### src/design/mlh_pkg.sv
// Shared types and constants for the multi-player link handshake tracker.
// No dependencies; imported by every module of the block.
package mlh_pkg;

  localparam logic [15:0] SEND_IDLE   = 16'hD951;
  localparam logic [15:0] SEND_READY  = 16'h26AE;
  localparam logic [15:0] SEND_ABORT  = 16'hE4E4;
  localparam logic [15:0] PEER_ABSENT = 16'hFFFF;

  localparam int unsigned SEQ_W = 13;
  localparam logic [SEQ_W-1:0] SEQ_FLOOR       = 13'h0100;
  localparam logic [SEQ_W-1:0] SEQ_FLOOR_LIMIT = 13'h00FF;

  localparam logic [4:0]  STABLE_MAX      = 5'd30;
  localparam logic [4:0]  STABLE_SAT_FROM = 5'd29;
  localparam logic [15:0] GOOD_TAG_CHECK  = 16'd3;
  localparam logic [15:0] GOOD_IDLE_EST   = 16'd19;
  localparam logic [15:0] GOOD_READY      = 16'd30;

  localparam int unsigned IN_DATA_W  = 72;
  localparam int unsigned OUT_DATA_W = 48;
  localparam int unsigned APB_ADDR_W = 3;
  localparam int unsigned APB_DATA_W = 32;

  // Register index, taken from paddr[2]
  localparam logic REG_LINK_MODE = 1'b0;
  localparam logic REG_LOCAL_TAG = 1'b1;

  localparam logic [1:0] MODE_STABLE     = 2'd0;
  localparam logic [1:0] MODE_STABLE_ALT = 2'd2;

  typedef enum logic [1:0] {
    STAT_OK          = 2'd0,
    STAT_PEER        = 2'd1,
    STAT_ESTABLISHED = 2'd2,
    STAT_ABORTED     = 2'd3
  } status_e;

  typedef struct packed {
    logic [1:0] link_mode;
    logic [2:0] local_tag;
  } cfg_t;

  typedef struct packed {
    logic [1:0]  link_id;
    logic        error_bit;
    logic        si_level;
    logic [15:0] rx_word0;
    logic [15:0] rx_word1;
    logic [15:0] rx_word2;
    logic [15:0] rx_word3;
  } item_t;

  typedef struct packed {
    logic        send_valid;
    logic [15:0] send_word;
    logic [1:0]  link_status;
    logic [2:0]  player_count;
    logic        tag_mismatch;
    logic        error_flag;
    logic [1:0]  unit_id;
    logic [4:0]  stable_count;
    logic [3:0]  absent_mask;
    logic [7:0]  event_count;
  } result_t;

endpackage

### src/design/mlh_cfg.sv
// APB register file: link mode and local tag.
// Depends on mlh_pkg.
module mlh_cfg import mlh_pkg::*; (
  input  logic                  clk_i,
  input  logic                  rst_ni,
  input  logic                  psel,
  input  logic                  penable,
  input  logic                  pwrite,
  input  logic [APB_ADDR_W-1:0] paddr,
  input  logic [APB_DATA_W-1:0] pwdata,
  output logic [APB_DATA_W-1:0] prdata,
  output logic                  pready,
  output cfg_t                  cfg_o
);

  cfg_t cfg_q;
  logic wr_en;

  assign pready = 1'b1;
  assign wr_en  = psel && penable && pwrite && pready;

  always_ff @(posedge clk_i or negedge rst_ni) begin
    if (!rst_ni) begin
      cfg_q <= '0;
    end else if (wr_en) begin
      case (paddr[2])
        REG_LINK_MODE: cfg_q.link_mode <= pwdata[1:0];
        REG_LOCAL_TAG: cfg_q.local_tag <= pwdata[2:0];
        default: ;
      endcase
    end
  end

  always_comb begin
    case (paddr[2])
      REG_LINK_MODE: prdata = {{(APB_DATA_W-2){1'b0}}, cfg_q.link_mode};
      REG_LOCAL_TAG: prdata = {{(APB_DATA_W-3){1'b0}}, cfg_q.local_tag};
      default:       prdata = '0;
    endcase
  end

  assign cfg_o = cfg_q;

endmodule

### src/design/mlh_core.sv
// Link state registers and the single-pass update logic for one transfer.
// Depends on mlh_pkg.
module mlh_core import mlh_pkg::*; (
  input  logic    clk_i,
  input  logic    rst_ni,
  input  logic    step_i,
  input  item_t   item_i,
  input  cfg_t    cfg_i,
  output result_t result_o
);

  logic [7:0]  event_q,  event_d;
  logic [1:0]  unit_d;
  logic        error_d;
  logic        mism_q,   mism_d;
  status_e     status_q, status_d;
  logic [2:0]  players_q, players_d;
  logic [15:0] seqw_q,   seqw_d;
  logic [15:0] good_q,   good_d;
  logic [3:0]  absent_q, absent_d;
  logic [15:0] prev_q [3];
  logic [15:0] prev_d [3];
  logic [4:0]  stable_q, stable_d;

  always_comb begin
    logic [15:0]      w [4];
    logic             sent;
    logic [15:0]      word;
    logic             stab_clr;
    logic [4:0]       stab_base;
    logic [SEQ_W-1:0] seq;
    logic             contig;

    w[0] = item_i.rx_word0;
    w[1] = item_i.rx_word1;
    w[2] = item_i.rx_word2;
    w[3] = item_i.rx_word3;

    event_d   = 8'(event_q + 8'd1);
    unit_d    = item_i.link_id;
    error_d   = item_i.error_bit;
    mism_d    = mism_q;
    status_d  = status_q;
    players_d = players_q;
    seqw_d    = seqw_q;
    good_d    = good_q;
    absent_d  = absent_q;
    stable_d  = stable_q;
    for (int i = 0; i < 3; i++) prev_d[i] = prev_q[i];
    sent      = 1'b0;
    word      = '0;
    stab_clr  = 1'b0;
    stab_base = '0;
    seq       = '0;
    contig    = 1'b1;

    if (cfg_i.link_mode == MODE_STABLE || cfg_i.link_mode == MODE_STABLE_ALT) begin
      sent = item_i.si_level;
      word = SEND_IDLE;
      stab_clr = (w[1] == PEER_ABSENT);
      for (int i = 0; i < 3; i++) begin
        if (w[i+1] != prev_q[i]) stab_clr = 1'b1;
        prev_d[i] = w[i+1];
      end
      stab_base = stab_clr ? 5'd0 : stable_q;
      stable_d  = (stab_base >= STABLE_SAT_FROM) ? STABLE_MAX : 5'(stab_base + 5'd1);
    end else if (w[0] == SEND_ABORT) begin
      sent     = 1'b1;
      word     = SEND_ABORT;
      status_d = STAT_ABORTED;
    end else begin
      if (!item_i.si_level) begin
        if (good_q > GOOD_IDLE_EST) status_d = STAT_ESTABLISHED;
      end else begin
        seq = SEQ_W'(seqw_q[SEQ_W-1:0] + 1'b1);
        if (seq <= SEQ_FLOOR_LIMIT) seq = SEQ_FLOOR;
        if (seq == w[0][SEQ_W-1:0]) begin
          if (good_q > GOOD_TAG_CHECK) begin
            if (w[0][15:SEQ_W] == cfg_i.local_tag) begin
              mism_d = 1'b0;
              good_d = 16'(good_q + 16'd1);
            end else if (w[0][15:SEQ_W] != 3'd0) begin
              mism_d = 1'b1;
              good_d = '0;
            end
          end else begin
            good_d = 16'(good_q + 16'd1);
          end
        end else begin
          good_d = '0;
        end
        seqw_d = w[0];
        sent   = 1'b1;
        if (good_d > GOOD_READY) begin
          status_d = STAT_ESTABLISHED;
          word     = SEND_READY;
        end else begin
          status_d = STAT_OK;
          word     = SEND_IDLE;
        end
      end

      // Player chain: peers must answer in order, a gap breaks the count
      players_d = 3'd1;
      absent_d  = '0;
      for (int i = 1; i <= 3; i++) begin
        if (w[i] == PEER_ABSENT) absent_d[i] = 1'b1;
        if (!absent_q[i]) begin
          if (w[i] == SEND_READY) begin
            if (w[i-1] == PEER_ABSENT) begin
              contig   = 1'b0;
              status_d = STAT_PEER;
            end
            players_d = contig ? 3'(players_d + 3'd1) : 3'd1;
          end else if (w[i] == SEND_IDLE) begin
            status_d = STAT_PEER;
            if (w[i-1] == PEER_ABSENT) begin
              contig = 1'b0;
              good_d = '0;
            end
          end else begin
            contig = 1'b0;
          end
        end else begin
          contig = 1'b0;
        end
      end
    end

    result_o.send_valid   = sent;
    result_o.send_word    = sent ? word : 16'd0;
    result_o.link_status  = status_d;
    result_o.player_count = players_d;
    result_o.tag_mismatch = mism_d;
    result_o.error_flag   = error_d;
    result_o.unit_id      = unit_d;
    result_o.stable_count = stable_d;
    result_o.absent_mask  = absent_d;
    result_o.event_count  = event_d;
  end

  always_ff @(posedge clk_i or negedge rst_ni) begin
    if (!rst_ni) begin
      event_q   <= '0;
      mism_q    <= 1'b0;
      status_q  <= STAT_OK;
      players_q <= '0;
      seqw_q    <= '0;
      good_q    <= '0;
      absent_q  <= '0;
      stable_q  <= '0;
      for (int i = 0; i < 3; i++) prev_q[i] <= '0;
    end else if (step_i) begin
      event_q   <= event_d;
      mism_q    <= mism_d;
      status_q  <= status_d;
      players_q <= players_d;
      seqw_q    <= seqw_d;
      good_q    <= good_d;
      absent_q  <= absent_d;
      stable_q  <= stable_d;
      for (int i = 0; i < 3; i++) prev_q[i] <= prev_d[i];
    end
  end

  assert property (@(posedge clk_i) disable iff (!rst_ni)
    step_i |=> event_q == 8'($past(event_q) + 8'd1))
    else $error("event counter did not advance by one per transfer");

  assert property (@(posedge clk_i) disable iff (!rst_ni)
    !step_i |=> $stable(good_q) && $stable(stable_q) && $stable(status_q))
    else $error("link state changed without a transfer");

  assert property (@(posedge clk_i) disable iff (!rst_ni)
    stable_q <= STABLE_MAX && !absent_q[0])
    else $error("stable count or absent mask out of range");

endmodule

### src/design/multiplay_link_handshake.sv
// Multi-player link handshake tracker: top level with input and result registers.
// Depends on mlh_pkg, mlh_cfg and mlh_core.
//
// Usage:
//   s_axis carries one request per completed multi-player transfer: the control
//   bits and the four received words. m_axis returns exactly one result per
//   request: the send word (if any), link status, player count, flags and
//   counters as they stand after that transfer. The APB port sets link_mode
//   (0x0) and local_tag (0x4); write them only while no request is in flight.
//   A request accepted into the input register is evaluated from it, and its
//   result is captured in the result register once that register is free.
//   Throughput is one request per cycle while m_axis_tready stays high; the
//   per-request update is a single pass of compare logic against the link state
//   registers. When m_axis_tready is low the result register holds; the input
//   register still takes one more request, after which s_axis_tready drops until
//   the result is taken. Reset clears all link state, counters and valid flags.
module multiplay_link_handshake import mlh_pkg::*; (
  input  logic                  clk_i,
  input  logic                  rst_ni,
  input  logic                  s_axis_tvalid,
  output logic                  s_axis_tready,
  // [1:0] link_id, [2] error_bit, [3] si_level, [19:4] rx_word0,
  // [35:20] rx_word1, [51:36] rx_word2, [67:52] rx_word3, [71:68] zero
  input  logic [IN_DATA_W-1:0]  s_axis_tdata,
  output logic                  m_axis_tvalid,
  input  logic                  m_axis_tready,
  // [0] send_valid, [16:1] send_word, [18:17] link_status, [21:19] player_count,
  // [22] tag_mismatch, [23] error_flag, [25:24] unit_id, [30:26] stable_count,
  // [34:31] absent_mask, [42:35] event_count, [47:43] zero
  output logic [OUT_DATA_W-1:0] m_axis_tdata,
  input  logic                  psel,
  input  logic                  penable,
  input  logic                  pwrite,
  input  logic [APB_ADDR_W-1:0] paddr,
  input  logic [APB_DATA_W-1:0] pwdata,
  output logic [APB_DATA_W-1:0] prdata,
  output logic                  pready
);

  cfg_t    cfg;
  item_t   in_q;
  logic    in_valid_q;
  result_t res;
  result_t out_q;
  logic    out_valid_q;
  logic    fire;

  mlh_cfg u_cfg (
    .clk_i   (clk_i),
    .rst_ni  (rst_ni),
    .psel    (psel),
    .penable (penable),
    .pwrite  (pwrite),
    .paddr   (paddr),
    .pwdata  (pwdata),
    .prdata  (prdata),
    .pready  (pready),
    .cfg_o   (cfg)
  );

  assign fire          = in_valid_q && (!out_valid_q || m_axis_tready);
  assign s_axis_tready = !in_valid_q || fire;

  always_ff @(posedge clk_i or negedge rst_ni) begin
    if (!rst_ni) begin
      in_valid_q <= 1'b0;
    end else if (s_axis_tvalid && s_axis_tready) begin
      in_valid_q <= 1'b1;
    end else if (fire) begin
      in_valid_q <= 1'b0;
    end
  end

  always_ff @(posedge clk_i) begin
    if (s_axis_tvalid && s_axis_tready) begin
      in_q.link_id   <= s_axis_tdata[1:0];
      in_q.error_bit <= s_axis_tdata[2];
      in_q.si_level  <= s_axis_tdata[3];
      in_q.rx_word0  <= s_axis_tdata[19:4];
      in_q.rx_word1  <= s_axis_tdata[35:20];
      in_q.rx_word2  <= s_axis_tdata[51:36];
      in_q.rx_word3  <= s_axis_tdata[67:52];
    end
  end

  mlh_core u_core (
    .clk_i    (clk_i),
    .rst_ni   (rst_ni),
    .step_i   (fire),
    .item_i   (in_q),
    .cfg_i    (cfg),
    .result_o (res)
  );

  always_ff @(posedge clk_i or negedge rst_ni) begin
    if (!rst_ni) begin
      out_valid_q <= 1'b0;
    end else if (fire) begin
      out_valid_q <= 1'b1;
    end else if (m_axis_tready) begin
      out_valid_q <= 1'b0;
    end
  end

  always_ff @(posedge clk_i) begin
    if (fire) begin
      out_q <= res;
    end
  end

  assign m_axis_tvalid = out_valid_q;
  assign m_axis_tdata  = {5'd0, out_q.event_count, out_q.absent_mask, out_q.stable_count,
                          out_q.unit_id, out_q.error_flag, out_q.tag_mismatch,
                          out_q.player_count, out_q.link_status, out_q.send_word,
                          out_q.send_valid};

  assert property (@(posedge clk_i) disable iff (!rst_ni)
    fire |=> m_axis_tvalid)
    else $error("evaluated request produced no result");

  assert property (@(posedge clk_i) disable iff (!rst_ni)
    in_valid_q && !fire |=> in_valid_q && $stable(in_q))
    else $error("pending request dropped or changed");

  assert property (@(posedge clk_i) disable iff (!rst_ni)
    m_axis_tvalid |-> (out_q.send_valid || out_q.send_word == 16'd0))
    else $error("send word present without send_valid");

  assert property (@(posedge clk_i) disable iff (!rst_ni)
    m_axis_tvalid && !m_axis_tready && in_valid_q |-> !s_axis_tready)
    else $error("input accepted with both stages full");

endmodule

### config.mk
export PLATFORM = sky130hd
export DESIGN_NAME = multiplay_link_handshake
export DESIGN_NICKNAME = d
export VERILOG_FILES = /design/src/design/mlh_pkg.sv /design/src/design/mlh_cfg.sv /design/src/design/mlh_core.sv /design/src/design/multiplay_link_handshake.sv
export SDC_FILE = /design/constraint.sdc
export NUM_CORES = 1
export LEC_CHECK = 0
export BUFFER_PORTS_ARGS = -buffer_cell sky130_fd_sc_hd__buf_2
export CORE_ASPECT_RATIO = 0.8
export CORE_MARGIN = 5
export CORE_UTILIZATION = 55
export DETAILED_ROUTE_END_ITERATION = 8
export HOLD_SLACK_MARGIN = 0.1
export PLACE_DENSITY = 0.79
export SYNTH_ARGS = -nofsm -noshare
export SYNTH_HDL_FRONTEND = slang
export SYNTH_SLANG_ARGS = --single-unit
### constraint.sdc
create_clock -name clk_i -period 4.4 [get_ports clk_i]
set_input_delay 0.22 -clock clk_i [delete_from_list [all_inputs] [get_ports clk_i]]
set_output_delay 0.22 -clock clk_i [all_outputs]
set_load 0.005 [all_outputs]
==> summary.txt, run 1 <==
Critical path
  • Reg2reg start: in_q[63]
  • CP Launch Type: flip-flop
  • Critical Path RT: 4.75 ns
  • CP Max Fanout: 11
  • Worst setup path category: flip-flop to flip-flop
  • Crit. End Element: flip-flop
  • Worst Path Arrival: 4.00 ns
  • FF-to-FF path depth: 9
  • Reg2reg end: m_axis_tdata[11]
  • Internal reg-to-reg setup slack: 0.76 ns

Placed design
  • GPL Wtd Cong: 0.9200
  • Buffers on Ports: 126
  • Post-DP HPWL: 16440 microns

Run
  • Max cap viols: 0

Cells and area
  • Filler Cell Count: 1367
  • Reg area: 5650 sq um
  • Layout cells sized above 1: 22.67%
  • Layout Nets: 1210
  • Layout area overhead: 19.80%
  • Area of the multi-input gates: 4214 sq um

STA
  • Final setup fails: 0
  • Post-Route Setup TNS: 0 ns
  • RSZ-0062 raised after global routing: no
  • Slew headroom: 20.03%
  • Slew Limit Fails: 0
  • Worst-Margin Slew: 1.190 ns
  • Hold Fails Final Rpt: 0
  • Max Fclk: 274.4 MHz
  • Final period util: 82.84%
  • Tmin final: 3.645 ns
  • Final setup skew: 0.006218 ns

Logic synthesis
  • Avg Cell Area, Syn: 11.37 sq um
  • Count leader, synth: dfrtp_1
  • Synthesized cell area: 10310 sq um
  • Synth top cells by count: dfrtp_1, nand2_1, edfxtp_1, mux2_2, xor2_1
  • Syn Inst Count: 907
  • Area leader, netlist: edfxtp_1
  • Sequential element share of the synthesized area: 54.81%
  • Count of different cell masters after synthesis: 74
  • Post-synth EDFFs: 99
  • Synth async-reset ratio: 51.94%
  • Primary FF master, synth: dfrtp_1
  • Dominant cells by area after synthesis: edfxtp_1, dfrtp_1, mux2_2
  • Flops & latches, synth: 206
  • Share of the synthesized area in the top cell type: 28.84%
  • Synth warnings: 0

Min path
  • Worst hold-check path type: input pin to flip-flop
  • Hold path depth: 3
  • Hold_sp: pwrite
  • Worst Hold End: u_cfg.cfg_o[3]

Floorplan
  • FP Rows: 44
  • Core Footprint: 18280 sq um
  • Die area: 21600 sq um
  • DIE WIDTH: 163.1 microns
  • Die height: 132.5 microns
  • Initial Util: 56.40%
  • Total I/O pin count: 197

Global route
  • GRT Total Usage: 22.60%
  • Number of global-route vias before repair: 7498
  • Largest net degree at the start of global routing: 63
  • Overflow after GRT: 0
  • Initial antenna violation count: 1
  • First-pass GRT wire length: 39510 microns

Power
  • Total power: 5.500 mW
  • Gate power share: 20.0%
  • Leak pwr: 5.027 nW
  • VDD IR max: 0.0003490 V
  • Power Density: 445.4 nW/um^2
  • Sw power: 1.594 mW
  • Sw Share: 28.98%
  • Clock power share: 31.7%
  • Sequential share of power: 48.3%
  • Internal power: 3.906 mW

Clock network
  • Post-CTS setup buffers: 0
  • Clock buffer depth: 3
  • Total CTS buffers: 21
  • Clk_lat worst skew: 0.49 ns
  • CTS tree: yes
  • Clock transition at the registers of the reported paths: 0.06 ns
  • Post_cts resized: 0
  • Root buffer cell: clkbuf_16
  • H-tree levels: 1
  • Clk sinks: 206

Route
  • Drt first-iter violations: 892
  • DRC viols: 0
  • Post-DRT Antenna Nets: 0
  • Routed WL per cell: 18.22 microns
  • Drt pass-1 iters: 5
  • WL final: 24720 microns
  • Via density: 5.737
  • Vias: 7785

Outcome
  • Status: finished clean
[power groups by stage]
stage / clock network, mW / registers, mW / logic, mW
after floorplan: 0 / 2.57 / 0.843
after global placement: 0 / 2.66 / 1.00
after detailed placement: 0 / 2.68 / 1.02
after CTS: 1.77 / 2.65 / 1.09
after global routing: 1.86 / 2.70 / 1.21
final: 1.74 / 2.66 / 1.10
[how the worst max path moves through the flow]
stage	from	slack, ns	cells after the start	end
after detailed placement	in_q[63]	0.81	9	m_axis_tdata[11]
final	in_q[63]	0.76	9	m_axis_tdata[11]
after global routing	in_q[63]	0.46	9	m_axis_tdata[11]
after global placement	in_q[24]	0.87	12	m_axis_tdata[28]
after CTS	in_q[63]	0.80	9	m_axis_tdata[11]
after floorplan	u_core.seqw_q[0]	1.09	14	u_core.good_q[7]
[cell type report]
class / count / share of cell area [%]
Tap cell: 253 / 2.563
Sequential cell: 206 / 45.75
Multi-Input combinational cell: 636 / 34.12
Clock buffer: 27 / 4.600
Timing Repair Buffer: 209 / 11.67
Clock inverter: 10 / 0.8105
Antenna cell: 1 / 0.02026
Inverter: 15 / 0.4559
[worst max-delay path: stages (launching register included)]
cell      delay (ns)
edfxtp_1        0.41
xor2_1          0.21
nor3_1          0.97
nor2_1          0.30
nor3b_1         0.27
a21oi_1         0.08
o221a_2         0.28
or4_1           0.62
or2_1           0.25
o21ai_1         0.11
[per-layer routing]
| metal | up-vias | GRT usage [%] | routed length [microns] |
|---|---|---|---|
| met5 | - | 0 | 0 |
| met4 | 0 | 5.543 | 556 |
| met3 | 42 | 4.726 | 2051 |
| met2 | 366 | 35.41 | 11240 |
| met1 | 3728 | 32.62 | 10870 |
| li1 | 3649 | - | - |
[flip-flops by register name (all words and copies together) (netlist names)]
name	count
m_axis_tvalid	1
u_core.prev_q	48
u_core.stable_q	5
u_core.status_q	2
u_cfg.cfg_o	5
u_core.good_q	16
m_axis_tdata	31
u_core.seqw_q	13
u_core.mism_q	1
in_valid_q	1
u_core.absent_q	4
in_q	68
u_core.players_q	3
u_core.event_q	8
[cells in the final DEF (no fill, tap or decap), types with 5 or more instances in the layout]
cell type	instances
a211o_1	6
a21oi_1	19
a31oi_1	9
and2_1	7
and3_1	7
and4_1	7
buf_2	125
buf_4	10
clkbuf_16	21
clkinv_2	5
conb_1	35
dfrtp_1	107
dlygate4sd3_1	74
edfxtp_1	99
ha_1	7
inv_1	14
mux2_2	60
nand2_1	99
nand2b_1	7
nand3_1	23
nand4_1	38
nor2_1	37
nor3_1	24
nor4_1	32
o21ai_0	39
o31ai_1	8
or4_1	10
xnor2_1	33
xor2_1	50
[logic make-up (layout without fill, tap and decap cells)]
group	after synthesis	count (layout)	share of synthesized area, %
AO/OA/AOI/OAI	130	130	8.606
XOR/XNOR	83	83	7.052
adder cells (fa/ha/maj)	7	7	0.8496
buffers and inverters	98	261	5.547
flip-flops	206	206	54.81
multiplexers	62	62	6.748
other	2	36	0.07285
AND/OR/NAND/NOR	319	319	16.31
[through the flow]
stage	util, %	cells	instance area [sq um]	setup WS (ns)	hold WS [ns]
floorplan	-	940	10430	1.093	-0.07559
global placement	59.84	1245	10940	0.8685	0.3615
detailed placement	59.84	1245	10940	0.8147	0.3667
CTS	67.55	1356	12350	0.8004	0.1196
global route	67.57	1357	12350	0.4628	0.1876
finish	67.57	1357	12350	0.7551	0.1785
[what timing repair did]
action	CTS	global route
setup endpoints to repair	0	0
hold buffers	74	0
endpoints found under the hold margin	136	0
Power figures use the tool's default switching activity.
==> inputs of run 2 (changes only) <==
clock period = 3.4 ns   (was 4.4 ns; I/O delays follow)
==> run 2 against run 1 <==
  * Clock-buffer cell count is 1 lower
  * Maximum frequency is 8.5% higher
  * Global-route usage is 1.1 points higher
  * Hold slack worse by 0.011 ns
==> summary.txt, run 2 (same netlist as run 1, synthesis figures left out) <==
Critical path
  • Reg2reg end: u_core.good_q[12]
  • Worst Path Arrival: 3.79 ns
  • CP Max Fanout: 9
  • Crit. End Element: flip-flop
  • Worst setup path category: flip-flop to flip-flop
  • Critical Path RT: 3.83 ns
  • Reg2reg start: in_q[16]
  • FF-to-FF path depth: 10
  • Internal reg-to-reg setup slack: 0.04 ns
  • CP Launch Type: flip-flop

Clock network
  • Root buffer cell: clkbuf_16
  • Clock buffer depth: 3
  • Total CTS buffers: 21
  • Clock transition at the registers of the reported paths: 0.07 ns
  • CTS tree: yes
  • Clk_lat worst skew: 0.50 ns
  • Clk sinks: 206
  • H-tree levels: 1

Cells and area
  • Final cell utilization of the core: 70.83%
  • Layout cells sized above 1: 27.50%
  • Leading cell type in the layout, fill and taps excluded: buf_2
  • Filler Cell Count: 1265
  • Largest register by flop count: in_q
  • Layout Nets: 1256
  • Layout area overhead: 25.59%
  • Most frequent cells in the layout: buf_2, dfrtp_1, edfxtp_1
  • Area of the multi-input gates: 4393 sq um
  • Reg area: 5650 sq um
  • Max reg flops: 68

Min path
  • Worst Hold End: u_cfg.cfg_o[0]
  • Worst hold-check path type: input pin to flip-flop
  • Hold path depth: 3
  • Hold_sp: pwrite

Placed design
  • Post-DP HPWL: 17310 microns
  • Buffers on Ports: 126
  • Pre-CTS WS: -0.1405 ns
  • GPL Wtd Cong: 0.9370

Route
  • Vias: 8196
  • Routed WL per cell: 19.15 microns
  • DRC viols: 0
  • Drt pass-1 iters: 6
  • Drt first-iter violations: 1027
  • Via density: 5.842
  • Post-DRT Antenna Nets: 0
  • WL final: 26870 microns

Outcome
  • Status: finished clean

Floorplan
  • Initial Util: 56.40%
  • Die height: 132.5 microns
  • Core Footprint: 18280 sq um
  • Total I/O pin count: 197
  • DIE WIDTH: 163.1 microns
  • Die area: 21600 sq um
  • FP Rows: 44

STA
  • Slew Limit Fails: 0
  • Hold Fails Final Rpt: 0
  • Final setup skew: 0.01751 ns
  • Setup ws final: 0.04080 ns
  • Worst-Margin Slew: 1.013 ns
  • Final setup fails: 0
  • Slew headroom: 32.44%
  • Tmin final: 3.359 ns
  • Final period util: 98.80%
  • Max Fclk: 297.7 MHz
  • RSZ-0062 raised after global routing: yes

Power
  • Leak pwr: 5.332 nW
  • Power Density: 580.1 nW/um^2
  • Gate power share: 21.6%
  • Internal power: 5.313 mW
  • Sw power: 2.196 mW
  • Sw Share: 29.25%
  • VDD IR max: 0.0004100 V
  • Sequential share of power: 45.7%
  • Clock power share: 32.8%

Global route
  • First-pass GRT wire length: 41210 microns
  • Overflow after GRT: 0
  • GRT Total Usage: 23.65%
  • Number of global-route vias before repair: 7635
  • Initial antenna violation count: 1
  • Largest net degree at the start of global routing: 80

Run
  • Max cap viols: 0
run 2: power by group through the flow:
stage | combinational (mW) | sequential [mW] | clock [mW]
2_1_floorplan | 1.09 | 3.32 | 0
3_3_place_gp | 1.38 | 3.43 | 0
3_5_place_dp | 1.42 | 3.45 | 0
4_1_cts | 1.52 | 3.40 | 2.47
5_1_grt | 1.77 | 3.47 | 2.59
6_report | 1.62 | 3.43 | 2.46
run 2: area by class of cell:
class | count | area share, %
Antenna cell | 1 | 0.01933
Clock buffer | 26 | 4.436
Clock inverter | 11 | 1.208
Inverter | 15 | 0.4349
Multi-Input combinational cell | 637 | 33.93
Sequential cell | 206 | 43.65
Tap cell | 253 | 2.445
Timing Repair Buffer | 254 | 13.88
run 2: routing by layer:
| metal | routed length [microns] | vias to the layer above | track usage [%] |
|---|---|---|---|
| li1 | - | 3733 | - |
| met4 | 675 | 0 | 5.869 |
| met3 | 2234 | 61 | 3.420 |
| met1 | 11640 | 3939 | 35.02 |
| met5 | 0 | - | 0 |
| met2 | 12320 | 463 | 37.14 |
run 2: per-stage QoR:
stage / setup TNS (ns) / cell area, sq um / cells / total power [mW] / hold WS (ns)
after floorplan: 0 / 10430 / 940 / 4.412 / -0.1256
after global placement: -0.007137 / 11210 / 1280 / 4.811 / 0.3464
after detailed placement: -0.3285 / 11210 / 1280 / 4.870 / 0.3481
after CTS: 0 / 12740 / 1395 / 7.398 / 0.1320
after global routing: -0.2146 / 12950 / 1403 / 7.835 / 0.1694
final: 0 / 12950 / 1403 / 7.510 / 0.1678
run 2: worst max path at each step:
| stage | cells after the start | end | start | slack [ns] |
|---|---|---|---|---|
| 3_5_place_dp | 12 | m_axis_tdata[28] | in_q[24] | -0.14 |
| 4_1_cts | 10 | u_core.good_q[12] | in_q[16] | 0.005 |
| 2_1_floorplan | 14 | u_core.good_q[7] | u_core.seqw_q[0] | 0.09 |
| 3_3_place_gp | 12 | m_axis_tdata[28] | in_q[30] | -0.007 |
| 6_report | 10 | u_core.good_q[12] | in_q[16] | 0.04 |
| 5_1_grt | 12 | m_axis_tdata[28] | in_q[0] | -0.08 |
run 2: worst max-delay path: stages (launching register included):
cell      delay (ns)
edfxtp_1        0.43
buf_4           0.17
or4_1           0.51
or4_4           0.52
nand4_1         0.11
o311ai_1        0.12
a31oi_2         0.29
nand2_1         0.18
or4_4           0.59
nor3_1          0.22
a211o_1         0.14
run 2: what timing repair did:
| action | 4_1_cts | 5_1_grt |
|---|---|---|
| gates resized for setup | 3 | 31 |
| pin swaps | 3 | 11 |
| gates cloned | 0 | 1 |
| endpoints found under the setup margin | 6 | 30 |
| setup buffers | 2 | 6 |
| hold endpoints to repair | 152 | 0 |
| hold buffers | 76 | 0 |
==> inputs of run 3 (changes only) <==
CORE_UTILIZATION = 50   (was 55)
CTS_CLUSTER_DIAMETER = 40   (was default)
PLACE_DENSITY = 0.73   (was 0.79)
==> run 3 against run 2 <==
  * The flow now finishes with violations (setup timing)
  * Setup slack worse by 0.056 ns
  * Hold slack better by 0.18 ns
  * Global-route usage decreased by 2.3 points
  * Clock-buffer cell count rose by 8
  * Maximum frequency shrank 1.6%
  * Combinational power hardly changed
  * Largest power group unchanged
  * Register-to-register slack worse by 0.06 ns
  * Via count decreased by 0.67%
==> summary.txt, run 3 (same netlist as run 1, synthesis figures left out) <==
Clock network
  • Clk sinks: 206
  • Clock transition at the registers of the reported paths: 0.06 ns
  • CTS tree: yes
  • Total CTS buffers: 26
  • H-tree levels: 1
  • Root buffer cell: clkbuf_16
  • Clk_lat worst skew: 0.53 ns
  • Clock buffer depth: 3

Floorplan
  • FP Rows: 47
  • DIE WIDTH: 170.5 microns
  • Total I/O pin count: 197
  • Die height: 138.4 microns
  • Initial Util: 50.37%
  • Die area: 23610 sq um
  • Core Footprint: 20460 sq um

Route
  • Via density: 5.657
  • DRC viols: 0
  • Drt pass-1 iters: 6
  • WL final: 26560 microns
  • Drt first-iter violations: 647
  • Vias: 8141
  • Routed WL per cell: 18.46 microns
  • Post-DRT Antenna Nets: 0

Outcome
  • Failing checks: setup timing
  • Status: complete, but fails checks

STA
  • Final setup skew: 0.01521 ns
  • Slew headroom: 21.54%
  • Max Fclk: 292.8 MHz
  • Worst-Margin Slew: 1.173 ns
  • Slew Limit Fails: 0
  • Hold Fails Final Rpt: 0
  • Final period util: 100.4%
  • Final setup fails: 1
  • RSZ-0062 raised after global routing: yes
  • Tmin final: 3.415 ns
  • Setup ws final: -0.01527 ns

Critical path
  • Critical path's slowest cell: or4_4
  • FF-to-FF path depth: 12
  • Worst Path Buf+Inv: 1
  • Critical Path RT: 3.66 ns
  • CP delay by family, top: simple AND/OR/NAND/NOR gates
  • Crit. End Element: flip-flop
  • Internal reg-to-reg setup slack: -0.02 ns
  • Worst Path Arrival: 3.67 ns
  • Worst setup path category: flip-flop to flip-flop
  • CP Launch Type: flip-flop
  • CP max stage delay: 0.47 ns
  • CP Max Fanout: 5
  • Reg2reg end: m_axis_tdata[28]
  • Reg2reg start: in_q[30]
  • Crit path cell chain: xor2_2 -> nor4_2 -> nand4_1 -> or4_4 -> nor4_4 -> buf_4 -> nand2_4 -> ha_4 -> o311a_4 -> nand2b_4 -> mux2i_2 -> o21ai_1

Cells and area
  • Largest register by flop count: in_q
  • Layout cells sized above 1: 28.57%
  • Leading cell type in the layout, fill and taps excluded: buf_2
  • Layout Nets: 1270
  • Layout area overhead: 28.67%
  • Most frequent cells in the layout: buf_2, dfrtp_1, edfxtp_1
  • Design area: 13260 sq um
  • Max reg flops: 68
  • Filler Cell Count: 1538

Power
  • Sw power: 2.297 mW
  • Total power: 8.002 mW
  • Power Density: 603.3 nW/um^2
  • Sequential share of power: 42.9%
  • VDD IR max: 0.0004159 V
  • Clock power share: 37.0%
  • Internal power: 5.705 mW
  • Sw Share: 28.70%
  • Leak pwr: 5.461 nW
  • Gate power share: 20.2%

Placed design
  • Buffers on Ports: 126
  • GPL Wtd Cong: 0.9012
  • Area after DPL: 11260 sq um
  • Post-DP HPWL: 17010 microns

Global route
  • GRT Total Usage: 21.39%
  • Initial antenna violation count: 1
  • Number of global-route vias before repair: 7770
  • First-pass GRT wire length: 40960 microns
  • Overflow after GRT: 0
  • Largest net degree at the start of global routing: 77

Run
  • Max cap viols: 0

Min path
  • Worst hold-check path type: input pin to async pin
run 3: final cells by class:
| cell class | count | area, sq um | area share (%) |
|---|---|---|---|
| Inverter | 15 | 56.30 | 0.4245 |
| Clock buffer | 34 | 711.9 | 5.367 |
| Sequential cell | 206 | 5653 | 42.62 |
| Clock inverter | 14 | 226.5 | 1.707 |
| Tap cell | 269 | 336.6 | 2.537 |
| Multi-Input combinational cell | 637 | 4398 | 33.16 |
| Timing Repair Buffer | 263 | 1879 | 14.17 |
| Antenna cell | 1 | 2.502 | 0.01887 |
run 3: power groups by stage:
stage          combinational, mW  clock (mW)  sequential, mW
2_1_floorplan               1.09           0            3.32
3_3_place_gp                1.39           0            3.43
3_5_place_dp                1.43           0            3.46
4_1_cts                     1.53        2.99            3.41
5_1_grt                     1.77        3.11            3.48
6_report                    1.61        2.96            3.43
run 3: how the worst max path moves through the flow:
stage / to / from / depth (start not counted) / slack [ns]
after floorplan: u_core.good_q[7] / u_core.seqw_q[0] / 14 / 0.09
after detailed placement: m_axis_tdata[28] / in_q[33] / 12 / -0.02
after global routing: m_axis_tdata[28] / in_q[30] / 12 / -0.15
after CTS: u_core.good_q[13] / u_core.seqw_q[0] / 11 / 0.02
final: m_axis_tdata[28] / in_q[30] / 12 / -0.02
after global placement: m_axis_tdata[29] / in_q[24] / 11 / 0.03
run 3: metal layers:
metal	wire length (microns)	up-vias	track usage (%)
li1	-	3767	-
met5	0	-	0
met3	2219	63	4.309
met1	11400	3920	30.88
met2	12180	391	33.28
met4	761	0	5.714
run 3: what timing repair did:
| action | 4_1_cts | 5_1_grt |
|---|---|---|
| setup buffers | 0 | 8 |
| gates cloned | 0 | 1 |
| endpoints found under the setup margin | 6 | 27 |
| gates resized for setup | 2 | 38 |
| hold buffers | 82 | 0 |
| pin swaps | 2 | 12 |
| endpoints found under the hold margin | 149 | 0 |
run 3: metrics by stage:
stage | instances | hold WS (ns) | setup WS, ns | util [%] | setup TNS (ns)
final | 1439 | 0.3496 | -0.01527 | 64.81 | -0.01527
after detailed placement | 1299 | 0.3481 | -0.01941 | 55.01 | -0.02114
after global routing | 1439 | 0.3457 | -0.1497 | 64.81 | -0.4620
after global placement | 1299 | 0.3468 | 0.02568 | 55.01 | 0
after floorplan | 940 | -0.1256 | 0.09315 | - | 0
after CTS | 1429 | 0.3278 | 0.01504 | 63.67 | 0
run 3: worst register-to-register path, stage by stage (launching register included):
cell      delay, ns
edfxtp_1       0.45
xor2_2         0.19
nor4_2         0.30
nand4_1        0.15
or4_4          0.47
nor4_4         0.30
buf_4          0.20
nand2_4        0.07
ha_4           0.17
o311a_4        0.40
nand2b_4       0.15
mux2i_2        0.17
o21ai_1        0.12
